[src/rtl/motion_event_window_capture_assert.svh]
// Assertion helpers shared by the capture block.
`ifndef MOTION_EVENT_WINDOW_CAPTURE_ASSERT_SVH
`define MOTION_EVENT_WINDOW_CAPTURE_ASSERT_SVH

// Property checked at every clock edge outside reset.
`define MEWC_ASSERT_ALWAYS(label, prop, msg) \
label: assert property (@(posedge clk) disable iff (!arst_n) (prop)) else $error(msg);

// Condition in one cycle implies a consequence in the next.
`define MEWC_ASSERT_NEXT(label, ante, cons, msg) \
label: assert property (@(posedge clk) disable iff (!arst_n) (ante) |=> (cons)) \
	else $error(msg);

`endif

[src/rtl/mewc_pkg.sv]
package mewc_pkg;

	localparam int RING_FRAMES_DEF = 64;
	localparam int PRE_FRAMES_DEF  = 16;
	localparam int POST_FRAMES_DEF = 48;

	// configuration register indexes
	localparam int CFG_IDX_W = 3;
	localparam logic [CFG_IDX_W-1:0] CFG_ACCEL_NORM_LIMIT = 3'd0;
	localparam logic [CFG_IDX_W-1:0] CFG_JERK_LIMIT       = 3'd1;
	localparam logic [CFG_IDX_W-1:0] CFG_GYRO_JERK_FLOOR  = 3'd2;
	localparam logic [CFG_IDX_W-1:0] CFG_GYRO_NORM_LIMIT  = 3'd3;
	localparam logic [CFG_IDX_W-1:0] CFG_COOLDOWN_FRAMES  = 3'd4;

	localparam logic [15:0] ACCEL_NORM_LIMIT_RST = 16'd3200;
	localparam logic [15:0] JERK_LIMIT_RST       = 16'd1280;
	localparam logic [15:0] GYRO_JERK_FLOOR_RST  = 16'd640;
	localparam logic [15:0] GYRO_NORM_LIMIT_RST  = 16'd4584;
	localparam logic [15:0] COOLDOWN_FRAMES_RST  = 16'd64;

	// trigger reason bits
	localparam logic [2:0] FLAG_ACCEL_HIGH = 3'b001;
	localparam logic [2:0] FLAG_JERK_HIGH  = 3'b010;
	localparam logic [2:0] FLAG_GYRO_JERK  = 3'b100;

	// 32-bit radicand, one result bit per step
	localparam int ROOT_STEPS  = 16;
	localparam int ROOT_STEP_W = $clog2(ROOT_STEPS);

	typedef struct packed {
		logic signed [15:0] accel_x;
		logic signed [15:0] accel_y;
		logic signed [15:0] accel_z;
		logic signed [15:0] gyro_x;
		logic signed [15:0] gyro_y;
		logic signed [15:0] gyro_z;
		logic [47:0]        time_us;
	} sample_t;

	typedef struct packed {
		logic signed [15:0] frame_accel_x;
		logic signed [15:0] frame_accel_y;
		logic signed [15:0] frame_accel_z;
		logic signed [15:0] frame_gyro_x;
		logic signed [15:0] frame_gyro_y;
		logic signed [15:0] frame_gyro_z;
		logic [47:0]        frame_time_us;
		logic [5:0]         frame_number;
		logic [31:0]        window_seq;
		logic [2:0]         trigger_reason;
		logic [31:0]        trigger_sample;
		logic               last_frame;
	} frame_t;

endpackage

[src/rtl/mewc_isqrt.sv]
module mewc_isqrt import mewc_pkg::*; (
	input  logic        clk,
	input  logic        arst_n,
	input  logic        start,
	input  logic [31:0] radicand,
	output logic        done,
	output logic [15:0] root
);

	logic [31:0]            rem_q;
	logic [31:0]            res_q;
	logic [ROOT_STEP_W-1:0] step_q;
	logic                   busy_q;
	logic                   done_q;
	logic [31:0]            bit_w;
	logic [31:0]            trial;

	// step k tests bit 2k, from the top pair down
	assign bit_w = 32'd1 << {step_q, 1'b0};
	assign trial = res_q + bit_w;

	always_ff @(posedge clk or negedge arst_n) begin
		if (!arst_n) begin
			busy_q <= 1'b0;
			done_q <= 1'b0;
			step_q <= '0;
		end else begin
			done_q <= busy_q && !start && (step_q == '0);
			if (start) begin
				busy_q <= 1'b1;
				step_q <= ROOT_STEP_W'(ROOT_STEPS - 1);
			end else if (busy_q) begin
				step_q <= step_q - 1'b1;
				if (step_q == '0) begin
					busy_q <= 1'b0;
				end
			end
		end
	end

	always_ff @(posedge clk) begin
		if (start) begin
			rem_q <= radicand;
			res_q <= '0;
		end else if (busy_q) begin
			if (rem_q >= trial) begin
				rem_q <= rem_q - trial;
				res_q <= (res_q >> 1) + bit_w;
			end else begin
				res_q <= res_q >> 1;
			end
		end
	end

	assign done = done_q;
	assign root = res_q[15:0];

endmodule

[config.mk]
export PLATFORM = sky130hd
export DESIGN_NAME = mewc_isqrt
export DESIGN_NICKNAME = d
export VERILOG_FILES = /design/src/rtl/motion_event_window_capture_assert.svh /design/src/rtl/mewc_pkg.sv /design/src/rtl/mewc_isqrt.sv
export SDC_FILE = /design/constraint.sdc
export NUM_CORES = 1
export LEC_CHECK = 0
export ABC_AREA = 1
export BUFFER_PORTS_ARGS = -buffer_cell sky130_fd_sc_hd__buf_2
export CORE_MARGIN = 4
export CORE_UTILIZATION = 57
export DETAILED_ROUTE_END_ITERATION = 8
export PLACE_DENSITY = 0.86
export SLEW_MARGIN = 0
export SYNTH_ARGS = -nofsm -noshare
export SYNTH_HDL_FRONTEND = slang
export SYNTH_SLANG_ARGS = --single-unit
export TNS_END_PERCENT = 10
[constraint.sdc]
create_clock -name clk -period 6.1 [get_ports clk]
set_clock_uncertainty 0.1 [all_clocks]
set_input_delay 0.305 -clock clk [delete_from_list [all_inputs] [get_ports clk]]
set_output_delay 0.305 -clock clk [all_outputs]
set_load 0.01 [all_outputs]
==> out/results.ini <==
[status]
outcome = completed

[power]
leakage_nw = 4.17
power_density_nw_per_um2 = 445
irDropWorstVdd_v = 0.000326

[clock_tree]
clockRootBuffer = clkbuf_16
cts_made_buffers = 9
clock_latency_ps = 360
cts_tree = done
clk_pin_slew_ps = 70
clock_path_buffers = 2
htree_levels = 3
post_cts_buffers = 0
clkSinkCount = 70

[placed_design]
placed_area_um2 = 8560
dp_hpwl_um = 19300
dp.cells = 1532
gp_congestion = 1.03
pre_cts_slack_ps = 1280
port_buffers = 51

[synthesis]
synth_edf_count = 32
postSynthAreaPerCell_um2 = 6.21
synth_fp_nets = 1441
synth_top_area_share_pct = 18.0
ys_warn_count = 0
netlist_area_um2 = 8310
syn_inst = 1338
seq_area_frac_synth_pct = 21.1
synth_seq_cells = 70
ys.flop_type = edfxtp_1
synth_cell_types = 59
synth_top_cell_by_area = nand2_1
synthArstFlopShare_pct = 8.57
synth_area_leaders = nand2_1 (18%), edfxtp_1 (12%), ha_1 (10%)

[critical_path]
path_delay_family = simple AND/OR/NAND/NOR gates
crit_buf_inv = 4
cp_common_cell = nand2_1
crit_fanout = 32
worstSetupPathType = reg2reg
max_stage_delay_ps = 420
cp-start-kind = register
crit_arrival_ps = 4870
crit_path_top_delay_cell = dfrtp_1
worstPathRequired_ps = 5990
crit_chain = inv_1, ha_1, inv_1, nor3_1, ha_1, ha_1, nand4_1, nand2_1, nand3_1, o21ai_1, nand3_1, nand3b_1, nand2_1, ha_1, nand2_1, o21ai_0, nand2_1, nand2_1, nor2_1, nand2_2, inv_2, o21ai_2, buf_4
crit_path_end_kind = register

[sta]
fin_ws_ps = 1130
relSlewSlack_pct = 59.8
hold_viol = 0
max_freq_ghz = 0.201
fin_crit_sh_pct = 81.5
rsz0062_at_grt = no
setup_violations = 0
min_period_ps = 4970
tns_ps = 0
worst_pin_slew_ps = 603
finalMaxSlewViolations = 0

[floorplan]
die_w_um = 129
core_um2 = 14100
ios = 52
die_area_um2 = 16600
die_h_um = 129
initial_core_util_pct = 59.0
row_count = 43

[routing]
wl_per_cell_um = 16.2
drc = 0
first_pass_iters = 6
via_per_inst = 5.84
num_vias = 9044
routed_wl_um = 25100
ant_nets = 0
drt_iter0_markers = 922

[global_route]
grt_antenna_before_repair = 0
grt_overflow_total = 0
grt_pass1_vias = 8607
grt_pass1_wl_um = 41400
grt_start_max_net_pins = 58
grt_usage_pct = 30.9

[hold_path]
hp-class = in2reg

[layout]
final_nets = 1467
final_common_cell = nand2_1
diodes = 0
synthToLayoutAreaGrowth_pct = 7.15
drive_gt1_share_pct = 9.64
fin_area_um2 = 8910
final_cell_count_no_fill = 1549
num-fill-cells = 1311
final_cell_mix = nand2_1 (399), inv_1 (168), nand3_1 (110), nor2_1 (110), o21ai_0 (82)

[flow_run]
drv_cap = 0

## logic make-up after synthesis
group,synth area share [%]
simple gates,38.0
xor+xnor,3.48
compound gates,15.9
flops,21.1
buf+inv,11.3
fa+ha+maj,10.3
## sequential cells by signal, summed over array words and instances (netlist names)
name and count:
busy_q 1, done 1, rem_q 32, res_q 32, step_q 4
## layout make-up
type,instances,area [um2],area share (%)
clock buffers,12,289,3.24
repair buffers,57,303,3.40
inverters,174,658,7.39
well taps,180,225,2.53
clock inverters,4,48.8,0.548
flip-flops and latches,70,1750,19.7
multi-input cells,1052,5630,63.2
## synthesized netlist by cell type, types with 3 or more instances
| library cell | count |
|---|---|
| clkbuf_1 | 13 |
| a31oi_1 | 8 |
| dfrtp_1 | 6 |
| o21bai_1 | 7 |
| a21o_1 | 4 |
| a21oi_1 | 69 |
| nand4_1 | 15 |
| or2_2 | 11 |
| and3_1 | 3 |
| nand3_2 | 4 |
| a21boi_0 | 6 |
| a21oi_2 | 7 |
| inv_2 | 5 |
| nand3b_1 | 7 |
| a211oi_1 | 4 |
| o21ai_0 | 83 |
| inv_1 | 168 |
| buf_4 | 18 |
| dfxtp_1 | 32 |
| nand3_1 | 110 |
| nand2_2 | 14 |
| edfxtp_1 | 32 |
| nor3_1 | 27 |
| buf_6 | 5 |
| ha_1 | 67 |
| nand4_2 | 3 |
| o21ai_1 | 17 |
| nor2_1 | 111 |
| nor2_2 | 4 |
| o22ai_1 | 6 |
| nand2_1 | 399 |
| xor2_1 | 18 |
| nor4_1 | 8 |
| xnor2_1 | 15 |
## final timing paths
| check | from | to | slack (ps) | cells past startpoint |
|---|---|---|---|---|
| min reg2reg | res_q[0] | res_q[0] | 420 | 2 |
| max reg2reg | step_q[0] | rem_q[27] | 1130 | 23 |
| min in group asynchronous | arst_n | step_q[1] | 220 | 2 |
| max | step_q[0] | rem_q[27] | 1130 | 23 |
| min | radicand[11] | rem_q[11] | 110 | 3 |
| max in group asynchronous | arst_n | step_q[2] | 5530 | 2 |
## per-stage QoR
| stage | utilization, % | power (mW) | hold slack (ps) |
|---|---|---|---|
| final | 63.2 | 3.96 | 115 |
| after global routing | 63.2 | 4.29 | 139 |
| after CTS | 63.2 | 3.89 | 116 |
| after detailed placement | 60.7 | 3.27 | 37.3 |
| after global placement | 60.7 | 3.21 | 34.5 |
| after floorplan | - | 2.77 | -90.6 |
## per-layer routing
layer | up-vias | global-route usage, % | part of all wire, %
li1 | 4462 | - | -
met5 | - | 0 | 0
met2 | 482 | 53.1 | 47
met4 | 0 | 12.7 | 3.7
met3 | 77 | 4.15 | 8.0
met1 | 4023 | 39.0 | 41
## tightest hold or removal path: cells and delay by family
family,cells,cell delay (ps)
AND/OR/NAND/NOR,2,90
buffers and inverters,1,70
## power breakdown
part / leakage (nW) / total (mW) / switching, mW / internal (mW)
Clock: 0.169 / 0.607 / 0.230 / 0.377
Sequential: 0.656 / 0.889 / 0.164 / 0.726
Combinational: 3.35 / 2.47 / 1.62 / 0.845
## timing repair
item | in CTS | in global routing
resized for setup | 0 | 0
hold buffers | 1 | 0
hold endpoints to repair | 6 | 0
Power figures use the tool's default switching activity.
